### config.mk
export PLATFORM = sky130hd
export DESIGN_NAME = echo_range_qualifier_flat
export DESIGN_NICKNAME = d
export VERILOG_FILES = /design/src/rtl/erq_pkg.sv /design/src/rtl/erq_if.sv /design/src/rtl/erq_div.sv /design/src/rtl/erq_ctrl.sv /design/src/rtl/erq_dp.sv /design/src/rtl/echo_range_qualifier.sv /design/src/flat_wrapper.sv
export SDC_FILE = /design/constraint.sdc
export NUM_CORES = 1
export LEC_CHECK = 0
export ABC_AREA = 1
export BUFFER_PORTS_ARGS = -buffer_cell sky130_fd_sc_hd__buf_4
export CAP_MARGIN = 30
export CORE_MARGIN = 2
export CORE_UTILIZATION = 63
export DETAILED_ROUTE_END_ITERATION = 7
export MAX_ROUTING_LAYER = met4
export PLACE_DENSITY = 0.85
export SLEW_MARGIN = 5
export SYNTH_ARGS = -nofsm -noshare
export SYNTH_HDL_FRONTEND = slang
export SYNTH_SLANG_ARGS = --single-unit
### constraint.sdc
create_clock -name clk_i -period 6.47 [get_ports clk_i]
set_input_delay 1.6175 -clock clk_i [delete_from_list [all_inputs] [get_ports clk_i]]
set_output_delay 1.6175 -clock clk_i [all_outputs]
set_load 0.01 [all_outputs]
### src/rtl/erq_pkg.sv
`timescale 1ns / 1ps
`default_nettype none
// shared types and constants of the echo range qualifier
package erq_pkg;

  // fixed field widths
  localparam int SAMPLE_W   = 16;
  localparam int TIME_W     = 32;
  localparam int US_W       = 8;
  localparam int MS_W       = 16;
  localparam int CHG_W      = 8;
  localparam int DEAD_W     = 5;
  localparam int CFG_IDX_W  = 3;
  localparam int CFG_DATA_W = 16;

  // register indexes of the configuration port
  localparam logic [CFG_IDX_W-1:0] CFG_US_PER_CM   = 3'd0;
  localparam logic [CFG_IDX_W-1:0] CFG_PING_INTVL  = 3'd1;
  localparam logic [CFG_IDX_W-1:0] CFG_PING_TMO    = 3'd2;
  localparam logic [CFG_IDX_W-1:0] CFG_MIN_CHANGE  = 3'd3;
  localparam logic [CFG_IDX_W-1:0] CFG_DEAD_LIMIT  = 3'd4;

  // register values after reset
  localparam logic [US_W-1:0]   US_PER_CM_RST  = 8'd57;
  localparam logic [MS_W-1:0]   PING_INTVL_RST = 16'd100;
  localparam logic [MS_W-1:0]   PING_TMO_RST   = 16'd50;
  localparam logic [CHG_W-1:0]  MIN_CHANGE_RST = 8'd5;
  localparam logic [DEAD_W-1:0] DEAD_LIMIT_RST = 5'd16;

  // request kinds
  localparam logic FUNC_TICK = 1'b0;
  localparam logic FUNC_ECHO = 1'b1;

  // echoes must exceed this many centimetres
  localparam logic [1:0] MIN_ECHO_CM = 2'd3;

  typedef enum logic [2:0] {
    ST_IDLE,
    ST_MEAN,
    ST_CM,
    ST_ECHO,
    ST_EMIT
  } erq_state_e;

  // controller to datapath
  typedef struct packed {
    logic load;
    logic save_mean;
    logic start_cm;
    logic tick_upd;
    logic echo_upd;
    logic emit;
  } erq_cmd_t;

  // datapath to controller
  typedef struct packed {
    logic div_busy;
    logic is_echo;
    logic out_free;
  } erq_stat_t;

endpackage
`default_nettype wire

### src/rtl/erq_if.sv
`timescale 1ns / 1ps
`default_nettype none
// request and result channel interfaces of the echo range qualifier

// request channel: tick or echo
interface erq_in_if;
  import erq_pkg::*;
  logic                valid;
  logic                ready;
  logic                func;
  logic [TIME_W-1:0]   now_ms;
  logic [SAMPLE_W-1:0] echo_us;

  modport source (output valid, output func, output now_ms, output echo_us, input ready);
  modport sink   (input valid, input func, input now_ms, input echo_us, output ready);
endinterface

// result channel
interface erq_out_if;
  import erq_pkg::*;
  logic                valid;
  logic                ready;
  logic                start_ping;
  logic [SAMPLE_W-1:0] distance_cm;
  logic                changed;
  logic                dead;
  logic                echo_accepted;

  modport source (output valid, output start_ping, output distance_cm, output changed,
                  output dead, output echo_accepted, input ready);
  modport sink   (input valid, input start_ping, input distance_cm, input changed,
                  input dead, input echo_accepted, output ready);
endinterface
`default_nettype wire

### src/rtl/erq_div.sv
`timescale 1ns / 1ps
`default_nettype none
// restoring divider, one quotient bit per cycle
module erq_div #(
  parameter int DW  = 19,
  parameter int VW  = 8
) (
  input  wire logic          clk_i,
  input  wire logic          rst_ni,
  input  wire logic          start_i,
  input  wire logic [DW-1:0] dividend_i,
  input  wire logic [VW-1:0] divisor_i,
  output logic               busy_o,
  output logic [DW-1:0]      quo_o
);
  localparam int CW = $clog2(DW + 1);

  logic [VW-1:0] rem_q, rem_d;
  logic [DW-1:0] quo_q, quo_d;
  logic [VW-1:0] dvs_q;
  logic [CW-1:0] cnt_q, cnt_d;
  logic [VW:0]   shifted;
  logic [VW:0]   diff;
  logic          ge;

  // one shift and subtract step
  always_comb begin
    shifted = {rem_q, quo_q[DW-1]};
    diff    = shifted - {1'b0, dvs_q};
    ge      = (shifted >= {1'b0, dvs_q});
    rem_d   = ge ? diff[VW-1:0] : shifted[VW-1:0];
    quo_d   = {quo_q[DW-2:0], ge};
    cnt_d   = cnt_q - CW'(1);
  end

  // step counter
  always_ff @(posedge clk_i or negedge rst_ni) begin
    if (!rst_ni) begin
      cnt_q <= '0;
    end else if (start_i) begin
      cnt_q <= CW'(DW);
    end else if (cnt_q != '0) begin
      cnt_q <= cnt_d;
    end
  end

  // remainder and quotient
  always_ff @(posedge clk_i) begin
    if (start_i) begin
      rem_q <= '0;
      quo_q <= dividend_i;
      dvs_q <= divisor_i;
    end else if (cnt_q != '0) begin
      rem_q <= rem_d;
      quo_q <= quo_d;
    end
  end

  assign busy_o = (cnt_q != '0);
  assign quo_o  = quo_q;
endmodule
`default_nettype wire

### src/rtl/erq_ctrl.sv
`timescale 1ns / 1ps
`default_nettype none
// sequencing state machine of the echo range qualifier
module erq_ctrl (
  input  wire logic               clk_i,
  input  wire logic               rst_ni,
  input  wire logic               in_valid_i,
  output logic                    in_ready_o,
  input  wire erq_pkg::erq_stat_t stat_i,
  output erq_pkg::erq_cmd_t       cmd_o
);
  import erq_pkg::*;

  erq_state_e state_q, state_d;

  // state register
  always_ff @(posedge clk_i or negedge rst_ni) begin
    if (!rst_ni) begin
      state_q <= ST_IDLE;
    end else begin
      state_q <= state_d;
    end
  end

  // next state
  always_comb begin
    state_d = state_q;
    unique case (state_q)
      ST_IDLE: begin
        if (in_valid_i) state_d = ST_MEAN;
      end
      ST_MEAN: begin
        if (!stat_i.div_busy) state_d = stat_i.is_echo ? ST_ECHO : ST_CM;
      end
      ST_CM: begin
        if (!stat_i.div_busy) state_d = ST_EMIT;
      end
      ST_ECHO: begin
        state_d = ST_EMIT;
      end
      ST_EMIT: begin
        if (stat_i.out_free) state_d = ST_IDLE;
      end
      default: state_d = ST_IDLE;
    endcase
  end

  // commands
  always_comb begin
    cmd_o      = '0;
    in_ready_o = 1'b0;
    unique case (state_q)
      ST_IDLE: begin
        in_ready_o = 1'b1;
        cmd_o.load = in_valid_i;
      end
      ST_MEAN: begin
        cmd_o.save_mean = !stat_i.div_busy;
        cmd_o.start_cm  = !stat_i.div_busy && !stat_i.is_echo;
      end
      ST_CM: begin
        cmd_o.tick_upd = !stat_i.div_busy;
      end
      ST_ECHO: begin
        cmd_o.echo_upd = 1'b1;
      end
      ST_EMIT: begin
        cmd_o.emit = stat_i.out_free;
      end
      default: cmd_o = '0;
    endcase
  end
endmodule
`default_nettype wire

### src/rtl/erq_dp.sv
`timescale 1ns / 1ps
`default_nettype none
// datapath: configuration, window, ping state, divider and result register
module erq_dp #(
  parameter int WINDOW = 8
) (
  input  wire logic                            clk_i,
  input  wire logic                            rst_ni,
  input  wire logic                            cfg_we_i,
  input  wire logic [erq_pkg::CFG_IDX_W-1:0]   cfg_idx_i,
  input  wire logic [erq_pkg::CFG_DATA_W-1:0]  cfg_data_i,
  input  wire logic                            func_i,
  input  wire logic [erq_pkg::TIME_W-1:0]      now_ms_i,
  input  wire logic [erq_pkg::SAMPLE_W-1:0]    echo_us_i,
  input  wire erq_pkg::erq_cmd_t               cmd_i,
  output erq_pkg::erq_stat_t                   stat_o,
  output logic                                 out_valid_o,
  input  wire logic                            out_ready_i,
  output logic                                 start_ping_o,
  output logic [erq_pkg::SAMPLE_W-1:0]         distance_cm_o,
  output logic                                 changed_o,
  output logic                                 dead_o,
  output logic                                 echo_accepted_o
);
  import erq_pkg::*;

  localparam int CNTW = $clog2(WINDOW + 1);
  localparam int SLW  = $clog2(WINDOW);
  localparam int SUMW = SAMPLE_W + $clog2(WINDOW);
  localparam int DVW  = (CNTW > US_W) ? CNTW : US_W;
  localparam int LOWW = US_W + 2;
  localparam logic [CNTW-1:0] WIN_FULL = CNTW'(WINDOW);
  localparam logic [SLW-1:0]  SLOT_LAST = SLW'(WINDOW - 1);

  // configuration registers
  logic [US_W-1:0]   us_per_cm_q;
  logic [MS_W-1:0]   intvl_q;
  logic [MS_W-1:0]   tmo_q;
  logic [CHG_W-1:0]  min_change_q;
  logic [DEAD_W-1:0] dead_limit_q;

  // latched request and thresholds
  logic                func_q;
  logic [TIME_W-1:0]   now_q;
  logic [SAMPLE_W-1:0] echo_q;
  logic [LOWW-1:0]     thr_low_q;
  logic [SAMPLE_W-1:0] thr_near_q;
  logic [SAMPLE_W-1:0] mean_q;

  // block state
  logic [SAMPLE_W-1:0] win_mem [WINDOW];
  logic [SAMPLE_W-1:0] rd_q;
  logic [SLW-1:0]      slot_q, slot_d;
  logic [CNTW-1:0]     count_q, count_d;
  logic [SUMW-1:0]     sum_q, sum_d;
  logic                pending_q, pending_d;
  logic [TIME_W-1:0]   start_ms_q, start_ms_d;
  logic [DEAD_W-1:0]   timeout_q, timeout_d;
  logic [SAMPLE_W-1:0] last_q, last_d;

  // result holding and output registers
  logic                res_start_q, res_start_d;
  logic [SAMPLE_W-1:0] res_dist_q, res_dist_d;
  logic                res_chg_q, res_chg_d;
  logic                res_dead_q, res_dead_d;
  logic                res_acc_q, res_acc_d;
  logic                out_valid_q;

  // divider hookup
  logic                div_start;
  logic [SUMW-1:0]     div_dividend;
  logic [DVW-1:0]      div_divisor;
  logic                div_busy;
  logic [SUMW-1:0]     div_quo;
  logic [SAMPLE_W-1:0] mean_c;
  logic [US_W-1:0]     cm_div;

  // tick and echo evaluation
  logic [TIME_W-1:0]   elapsed;
  logic                timed_out;
  logic [DEAD_W-1:0]   timeout_tick;
  logic                dead_tick;
  logic [SAMPLE_W-1:0] dist_tick;
  logic [SAMPLE_W-1:0] dev;
  logic                win_full;
  logic                echo_ok;
  logic [DEAD_W-1:0]   timeout_echo;

  // configuration writes
  always_ff @(posedge clk_i or negedge rst_ni) begin
    if (!rst_ni) begin
      us_per_cm_q  <= US_PER_CM_RST;
      intvl_q      <= PING_INTVL_RST;
      tmo_q        <= PING_TMO_RST;
      min_change_q <= MIN_CHANGE_RST;
      dead_limit_q <= DEAD_LIMIT_RST;
    end else if (cfg_we_i) begin
      unique case (cfg_idx_i)
        CFG_US_PER_CM:  us_per_cm_q  <= cfg_data_i[US_W-1:0];
        CFG_PING_INTVL: intvl_q      <= cfg_data_i[MS_W-1:0];
        CFG_PING_TMO:   tmo_q        <= cfg_data_i[MS_W-1:0];
        CFG_MIN_CHANGE: min_change_q <= cfg_data_i[CHG_W-1:0];
        CFG_DEAD_LIMIT: dead_limit_q <= cfg_data_i[DEAD_W-1:0];
        default: ;
      endcase
    end
  end

  // divider operand select: window mean first, then centimetre conversion
  assign mean_c       = (count_q == '0) ? '0 : div_quo[SAMPLE_W-1:0];
  assign cm_div       = (us_per_cm_q == '0) ? US_W'(1) : us_per_cm_q;
  assign div_start    = cmd_i.load || cmd_i.start_cm;
  assign div_dividend = cmd_i.start_cm ? SUMW'(mean_c) : sum_q;
  assign div_divisor  = cmd_i.start_cm ? DVW'(cm_div) : DVW'(count_q);

  erq_div #(
    .DW (SUMW),
    .VW (DVW)
  ) u_div (
    .clk_i      (clk_i),
    .rst_ni     (rst_ni),
    .start_i    (div_start),
    .dividend_i (div_dividend),
    .divisor_i  (div_divisor),
    .busy_o     (div_busy),
    .quo_o      (div_quo)
  );

  // request latch, thresholds and mean
  always_ff @(posedge clk_i) begin
    if (cmd_i.load) begin
      func_q     <= func_i;
      now_q      <= now_ms_i;
      echo_q     <= echo_us_i;
      thr_low_q  <= LOWW'(MIN_ECHO_CM) * LOWW'(us_per_cm_q);
      thr_near_q <= SAMPLE_W'(min_change_q) * SAMPLE_W'(us_per_cm_q);
    end
    if (cmd_i.save_mean) begin
      mean_q <= mean_c;
    end
  end

  // tick evaluation
  always_comb begin
    elapsed      = now_q - start_ms_q;
    timed_out    = pending_q && (elapsed > TIME_W'(tmo_q));
    timeout_tick = (timed_out && (timeout_q < dead_limit_q)) ? timeout_q + DEAD_W'(1)
                                                              : timeout_q;
    dead_tick    = (timeout_tick >= dead_limit_q);
    dist_tick    = dead_tick ? '0 : div_quo[SAMPLE_W-1:0];
  end

  // echo evaluation
  always_comb begin
    dev          = (mean_q > echo_q) ? mean_q - echo_q : echo_q - mean_q;
    win_full     = (count_q == WIN_FULL);
    echo_ok      = pending_q && (echo_q > SAMPLE_W'(thr_low_q)) &&
                   (!win_full || (dev <= thr_near_q));
    timeout_echo = echo_ok ? '0 : timeout_q;
  end

  // next state and result
  always_comb begin
    slot_d      = slot_q;
    count_d     = count_q;
    sum_d       = sum_q;
    pending_d   = pending_q;
    start_ms_d  = start_ms_q;
    timeout_d   = timeout_q;
    last_d      = last_q;
    res_start_d = res_start_q;
    res_dist_d  = res_dist_q;
    res_chg_d   = res_chg_q;
    res_dead_d  = res_dead_q;
    res_acc_d   = res_acc_q;
    if (cmd_i.tick_upd) begin
      res_start_d = 1'b0;
      if (!pending_q || timed_out) begin
        if (elapsed > TIME_W'(intvl_q)) begin
          res_start_d = 1'b1;
          pending_d   = 1'b1;
          start_ms_d  = now_q;
        end else if (timed_out) begin
          pending_d = 1'b0;
        end
      end
      timeout_d  = timeout_tick;
      res_dist_d = dist_tick;
      res_chg_d  = (dist_tick != last_q);
      res_dead_d = dead_tick;
      res_acc_d  = 1'b0;
      last_d     = dist_tick;
    end
    if (cmd_i.echo_upd) begin
      pending_d   = 1'b0;
      timeout_d   = timeout_echo;
      res_start_d = 1'b0;
      res_dist_d  = '0;
      res_chg_d   = 1'b0;
      res_dead_d  = (timeout_echo >= dead_limit_q);
      res_acc_d   = echo_ok;
      if (echo_ok) begin
        count_d = win_full ? count_q : count_q + CNTW'(1);
        sum_d   = (win_full ? sum_q - SUMW'(rd_q) : sum_q) + SUMW'(echo_q);
        slot_d  = (slot_q == SLOT_LAST) ? '0 : slot_q + SLW'(1);
      end
    end
  end

  // state registers
  always_ff @(posedge clk_i or negedge rst_ni) begin
    if (!rst_ni) begin
      slot_q     <= '0;
      count_q    <= '0;
      sum_q      <= '0;
      pending_q  <= 1'b0;
      start_ms_q <= '0;
      timeout_q  <= '0;
      last_q     <= '0;
    end else begin
      slot_q     <= slot_d;
      count_q    <= count_d;
      sum_q      <= sum_d;
      pending_q  <= pending_d;
      start_ms_q <= start_ms_d;
      timeout_q  <= timeout_d;
      last_q     <= last_d;
    end
  end

  // sample window memory, read at the slot about to be overwritten
  always_ff @(posedge clk_i) begin
    if (cmd_i.echo_upd && echo_ok) begin
      win_mem[slot_q] <= echo_q;
    end
    rd_q <= win_mem[slot_q];
  end

  // result holding register
  always_ff @(posedge clk_i) begin
    res_start_q <= res_start_d;
    res_dist_q  <= res_dist_d;
    res_chg_q   <= res_chg_d;
    res_dead_q  <= res_dead_d;
    res_acc_q   <= res_acc_d;
  end

  // output register valid
  always_ff @(posedge clk_i or negedge rst_ni) begin
    if (!rst_ni) begin
      out_valid_q <= 1'b0;
    end else if (cmd_i.emit) begin
      out_valid_q <= 1'b1;
    end else if (out_ready_i) begin
      out_valid_q <= 1'b0;
    end
  end

  // output register payload
  always_ff @(posedge clk_i) begin
    if (cmd_i.emit) begin
      start_ping_o    <= res_start_q;
      distance_cm_o   <= res_dist_q;
      changed_o       <= res_chg_q;
      dead_o          <= res_dead_q;
      echo_accepted_o <= res_acc_q;
    end
  end

  assign out_valid_o     = out_valid_q;
  assign stat_o.div_busy = div_busy;
  assign stat_o.is_echo  = (func_q == FUNC_ECHO);
  assign stat_o.out_free = !out_valid_q || out_ready_i;
endmodule
`default_nettype wire

### src/rtl/echo_range_qualifier.sv
`timescale 1ns / 1ps
`default_nettype none
// top level of the echo range qualifier
//
// usage:
// - req_i carries one request per handshake: a tick (func 0) with the current
//   millisecond time, or an echo (func 1) with a round-trip time in microseconds
// - rsp_o returns exactly one result per request, in request order
// - configuration is written through cfg_we_i / cfg_idx_i / cfg_data_i; the
//   user must write it only while the block is idle (not enforced by the block);
//   indexes 0..4: us_per_cm, ping interval, ping timeout, min change, dead limit
// - one request is worked on at a time; it shares the one-bit-per-cycle divider
//   between its divisions, which produce SUMW = 16 + clog2(WINDOW) quotient bits
// - a tick runs two divisions (window mean, then centimetres); an echo runs
//   one, the window mean
// - results sit in an output register; a new request is taken while a result
//   waits, and the block stalls only when the next result is ready before the
//   receiver has taken the previous one
// - reset clears window fill, ping state, timeout count and last report, and
//   loads the register defaults; no clearing pass is needed
module echo_range_qualifier #(
  parameter int WINDOW = 8
) (
  input  wire logic                           clk_i,
  input  wire logic                           rst_ni,
  erq_in_if.sink                              req_i,
  erq_out_if.source                           rsp_o,
  input  wire logic                           cfg_we_i,
  input  wire logic [erq_pkg::CFG_IDX_W-1:0]  cfg_idx_i,
  input  wire logic [erq_pkg::CFG_DATA_W-1:0] cfg_data_i
);
  import erq_pkg::*;

  erq_cmd_t  cmd;
  erq_stat_t stat;
  logic      in_ready;

  // sequencer
  erq_ctrl u_ctrl (
    .clk_i      (clk_i),
    .rst_ni     (rst_ni),
    .in_valid_i (req_i.valid),
    .in_ready_o (in_ready),
    .stat_i     (stat),
    .cmd_o      (cmd)
  );

  assign req_i.ready = in_ready;

  // datapath
  erq_dp #(
    .WINDOW (WINDOW)
  ) u_dp (
    .clk_i           (clk_i),
    .rst_ni          (rst_ni),
    .cfg_we_i        (cfg_we_i),
    .cfg_idx_i       (cfg_idx_i),
    .cfg_data_i      (cfg_data_i),
    .func_i          (req_i.func),
    .now_ms_i        (req_i.now_ms),
    .echo_us_i       (req_i.echo_us),
    .cmd_i           (cmd),
    .stat_o          (stat),
    .out_valid_o     (rsp_o.valid),
    .out_ready_i     (rsp_o.ready),
    .start_ping_o    (rsp_o.start_ping),
    .distance_cm_o   (rsp_o.distance_cm),
    .changed_o       (rsp_o.changed),
    .dead_o          (rsp_o.dead),
    .echo_accepted_o (rsp_o.echo_accepted)
  );
endmodule
`default_nettype wire

### src/flat_wrapper.sv
// flat-port wrapper written by rule: the top's interface ports become plain ports
module echo_range_qualifier_flat import erq_pkg::*;
#(
  parameter int WINDOW = 8
)
  (clk_i, rst_ni, cfg_we_i, cfg_idx_i, cfg_data_i, req_i_valid, req_i_func, req_i_now_ms, req_i_echo_us, req_i_ready, rsp_o_valid, rsp_o_start_ping, rsp_o_distance_cm, rsp_o_changed, rsp_o_dead, rsp_o_echo_accepted, rsp_o_ready);
  erq_in_if req_i_i ();
  erq_out_if rsp_o_i ();
  input  wire logic clk_i;
  input  wire logic rst_ni;
  input  wire logic cfg_we_i;
  input  wire logic [erq_pkg::CFG_IDX_W-1:0] cfg_idx_i;
  input  wire logic [erq_pkg::CFG_DATA_W-1:0] cfg_data_i;
  input wire logic [$bits(req_i_i.valid)-1:0] req_i_valid;
  input wire logic [$bits(req_i_i.func)-1:0] req_i_func;
  input wire logic [$bits(req_i_i.now_ms)-1:0] req_i_now_ms;
  input wire logic [$bits(req_i_i.echo_us)-1:0] req_i_echo_us;
  output wire logic [$bits(req_i_i.ready)-1:0] req_i_ready;
  output wire logic [$bits(rsp_o_i.valid)-1:0] rsp_o_valid;
  output wire logic [$bits(rsp_o_i.start_ping)-1:0] rsp_o_start_ping;
  output wire logic [$bits(rsp_o_i.distance_cm)-1:0] rsp_o_distance_cm;
  output wire logic [$bits(rsp_o_i.changed)-1:0] rsp_o_changed;
  output wire logic [$bits(rsp_o_i.dead)-1:0] rsp_o_dead;
  output wire logic [$bits(rsp_o_i.echo_accepted)-1:0] rsp_o_echo_accepted;
  input wire logic [$bits(rsp_o_i.ready)-1:0] rsp_o_ready;
  assign req_i_i.valid = req_i_valid;
  assign req_i_i.func = req_i_func;
  assign req_i_i.now_ms = req_i_now_ms;
  assign req_i_i.echo_us = req_i_echo_us;
  assign req_i_ready = req_i_i.ready;
  assign rsp_o_valid = rsp_o_i.valid;
  assign rsp_o_start_ping = rsp_o_i.start_ping;
  assign rsp_o_distance_cm = rsp_o_i.distance_cm;
  assign rsp_o_changed = rsp_o_i.changed;
  assign rsp_o_dead = rsp_o_i.dead;
  assign rsp_o_echo_accepted = rsp_o_i.echo_accepted;
  assign rsp_o_i.ready = rsp_o_ready;
  echo_range_qualifier #(.WINDOW(WINDOW)) u_core (.clk_i(clk_i), .rst_ni(rst_ni), .req_i(req_i_i), .rsp_o(rsp_o_i), .cfg_we_i(cfg_we_i), .cfg_idx_i(cfg_idx_i), .cfg_data_i(cfg_data_i));
endmodule
==> results.json <==
{
  "routed-wl-met2_um": 33100,
  "cts_htree_levels": 2,
  "clk_latency_ns": 0.60,
  "drt_iter0_markers": 2053,
  "wl_met3_um": 4930,
  "grt_pass1_vias": 21600,
  "synth_nets": 3450,
  "critical_path_peak_fanout": 16,
  "wl_per_cell_um": 18.3,
  "slew_headroom": 0.366,
  "slew_viol_final": 0,
  "yosys_warnings": 0,
  "vdd_ir_drop_max_uv": 237,
  "synth_top_flop_cell": "edfxtp_1",
  "layoutNonFillerInstCount": 3805,
  "syn_inst": 3105,
  "num_rows": 75,
  "status": "finished clean",
  "p_per_area_nw_per_um2": 328,
  "cp-start-kind": "register",
  "synth_edf_count": 268,
  "rsz0062_at_grt": "false",
  "ioPinCount": 95,
  "hold_viol_final": 0,
  "synth.mux.area_fraction": 0,
  "end_kind": "register",
  "synth-xor-area-share": 0.0331,
  "nFillCells": 3172,
  "max_clock_freq_mhz": 173,
  "syn_area_um2": 27000,
  "max_stage_delay_ns": 0.40,
  "drt_first_pass_iters": 6,
  "yosys-top-cells-area": "edfxtp_1, dfrtp_1, nand2_1",
  "ys_types": 50,
  "topRoutingLayerUsed": "met4",
  "async_flop_share": 0.314,
  "ys_seq_area_frac": 0.462,
  "dp.cells": 3710,
  "final_cell_mix": "nand2_1, inv_1, edfxtp_1",
  "dpl_cell_area_um2": 28500,
  "grt_max_degree": 98,
  "place_hpwl_um": 50900,
  "met1Wirelength_um": 28800,
  "crit_type": "register to register",
  "cap_violations": 0,
  "place_congestion": 0.961,
  "synth_seq_cells": 452,
  "tightest_slew_ns": 0.949,
  "synthSimpleGateAreaFrac": 0.184,
  "clockRootBuffer": "clkbuf_16",
  "synthAdderAreaFrac": 0.138,
  "fin_area_um2": 30100,
  "die_area_um2": 44500,
  "die_x_um": 211,
  "hold_buffers": 0,
  "fin_skew_ns": 0.0289,
  "drive_above_1_share": 0.0827,
  "synth-compound-area-share": 0.0943,
  "cp_common_cell": "nand2_1",
  "synth_top_family_by_area": "simple AND/OR/NAND/NOR gates",
  "yosysTopAreaCellShare": 0.298,
  "port_buffers": 94,
  "yosys.area.top_type": "edfxtp_1",
  "hold_path_class": "register to register",
  "cts_buffers": 46,
  "ant_nets": 0,
  "viasPerCell": 5.73,
  "power_leakage_uw": 0.0147,
  "core-area_um2": 42100,
  "p_total_uw": 9890,
  "syn_to_final_growth_pct": 11.6,
  "routed_wl_um": 69700,
  "drc_errors": 0,
  "num_vias": 21800,
  "grt_pass1_wl_um": 111000,
  "final.setup.tns_ns": 0,
  "initial_core_util": 0.641,
  "grt_usage": 0.327,
  "clock_path_buffers": 3,
  "arrival_ns": 6.27,
  "min_period_ns": 5.77,
  "grt_antenna_before_repair": 3,
  "cts.sinks": 452,
  "overflow": 0,
  "final_nets": 3571,
  "setup-violations-final": 0,
  "crit_path_top_delay_cell": "edfxtp_1",
  "die_y_um": 211,
  "final_common_cell": "nand2_1",
  "period_share": 0.892,
  "avgSynthCellArea_um2": 8.69,
  "required_ns": 6.97,
  "cts_tree": "yes",
  "clkTransAtPathRegs_ns": 0.06
}
-- flip-flops by register name, summed over array words and instances, names as in the netlist, 8 cells and up --
| register | count |
|---|---|
| u_core.u_dp.echo_q | 16 |
| u_core.u_dp.thr_low_q | 10 |
| u_core.u_dp.win_mem | 128 |
| u_core.u_dp.mean_q | 16 |
| u_core.u_dp.u_div.dvs_q | 8 |
| u_core.u_dp.us_per_cm_q | 8 |
| u_core.u_dp.tmo_q | 16 |
| u_core.u_dp.rd_q | 16 |
| u_core.u_dp.res_dist_q | 16 |
| u_core.u_dp.min_change_q | 8 |
| u_core.u_dp.intvl_q | 16 |
| u_core.u_dp.start_ms_q | 32 |
| u_core.u_dp.thr_near_q | 16 |
| u_core.u_dp.u_div.quo_o | 19 |
| u_core.u_dp.now_q | 32 |
| u_core.u_dp.last_q | 16 |
| u_core.u_dp.u_div.rem_q | 8 |
| u_core.u_dp.distance_cm_o | 16 |
| u_core.u_dp.sum_q | 19 |
-- where the power goes --
group          switching, µW  total (µW)  internal (µW)
sequential               278        3790           3520
clock                   1190        2740           1550
combinational           2130        3350           1220
-- worst paths after layout --
path,start,end,slack (ns),depth (start not counted)
worst min-delay path,u_core.u_dp.res_acc_q,u_core.u_dp.echo_accepted_o,0.42,0
worst max-delay path,u_core.u_dp.now_q[11],u_core.u_dp.res_chg_q,0.70,36
min in group asynchronous,rst_ni,u_core.u_dp.sum_q[10],0.84,1
worst min register to register,u_core.u_dp.res_acc_q,u_core.u_dp.echo_accepted_o,0.42,0
worst max register to register,u_core.u_dp.now_q[11],u_core.u_dp.res_chg_q,0.70,36
max in group asynchronous,rst_ni,u_core.u_dp.start_ms_q[18],4.30,3
-- cells in the mapped netlist (4+ instances only) --
master	count
a22oi_1	26
nor4_1	10
nor2_2	6
dfxtp_1	42
a211oi_1	6
dfstp_2	13
nand2_1	783
xnor2_1	30
edfxtp_1	268
ha_1	229
o211ai_1	4
o21ai_0	181
inv_1	548
o221ai_1	5
xor2_1	72
o2111ai_1	5
dfrtp_1	129
a21o_1	6
a21oi_1	143
clkbuf_1	54
buf_2	13
o2bb2ai_1	5
a22o_1	7
fa_1	43
nand3b_1	4
or2_2	4
o21bai_1	6
inv_2	6
nand4_1	43
o22ai_1	12
a31oi_1	8
nor3_1	27
nand3_1	130
a221oi_1	20
and2_1	11
nor2_1	181
-- metrics by stage --
stage	setup slack [ns]	util	hold slack (ns)
2_1_floorplan	0.549	-	0.400
3_3_place_gp	0.854	0.675	0.405
3_5_place_dp	0.574	0.675	0.406
4_1_cts	0.570	0.712	0.422
5_1_grt	0.118	0.715	0.434
6_report	0.701	0.715	0.421
-- cells by family (layout without fill, tap and decap cells) --
logic type                 Yosys count  count (layout)
and+or+nand+nor                   1207            1207
DFF                                452             452
buffers and inverters              629             787
xor gates and xnor gates           102             102
adders and majority gates          272             272
other                                0               3
AOI/OAI and AO/OA                  443             443
-- timing repair --
item	in CTS	in global routing
setup buffers	0	2
resized for setup	0	1
endpoints found under the setup margin	0	1
-- cell type report --
type | instances | area (µm²) | area share
well taps | 539 | 674 | 0.0224
clock inverters | 26 | 263 | 0.00872
flip-flops and latches | 452 | 12500 | 0.414
multi-input cells | 2024 | 12200 | 0.404
inverters | 556 | 2090 | 0.0694
repair buffers | 146 | 1150 | 0.0383
diodes | 3 | 7.51 | 0.000249
clock buffers | 59 | 1290 | 0.0429
-- worst max-delay path: cells and delay by family, from the launching register on --
family | cells | cell delay, ns
AOI/OAI and AO/OA | 2 | 0.62
xor gates and xnor gates | 1 | 0.27
adders and majority gates | 3 | 0.88
buffers and inverters | 7 | 0.72
DFF | 1 | 0.40
and+or+nand+nor | 23 | 2.75
-- per-layer routing --
layer	global-route usage	vias to the layer above
met3	0.0522	187
met4	0.131	0
met1	0.423	10400
met2	0.521	849
met5	-	-
li1	-	10400
No activity file was read; power rests on OpenSTA's default activity.
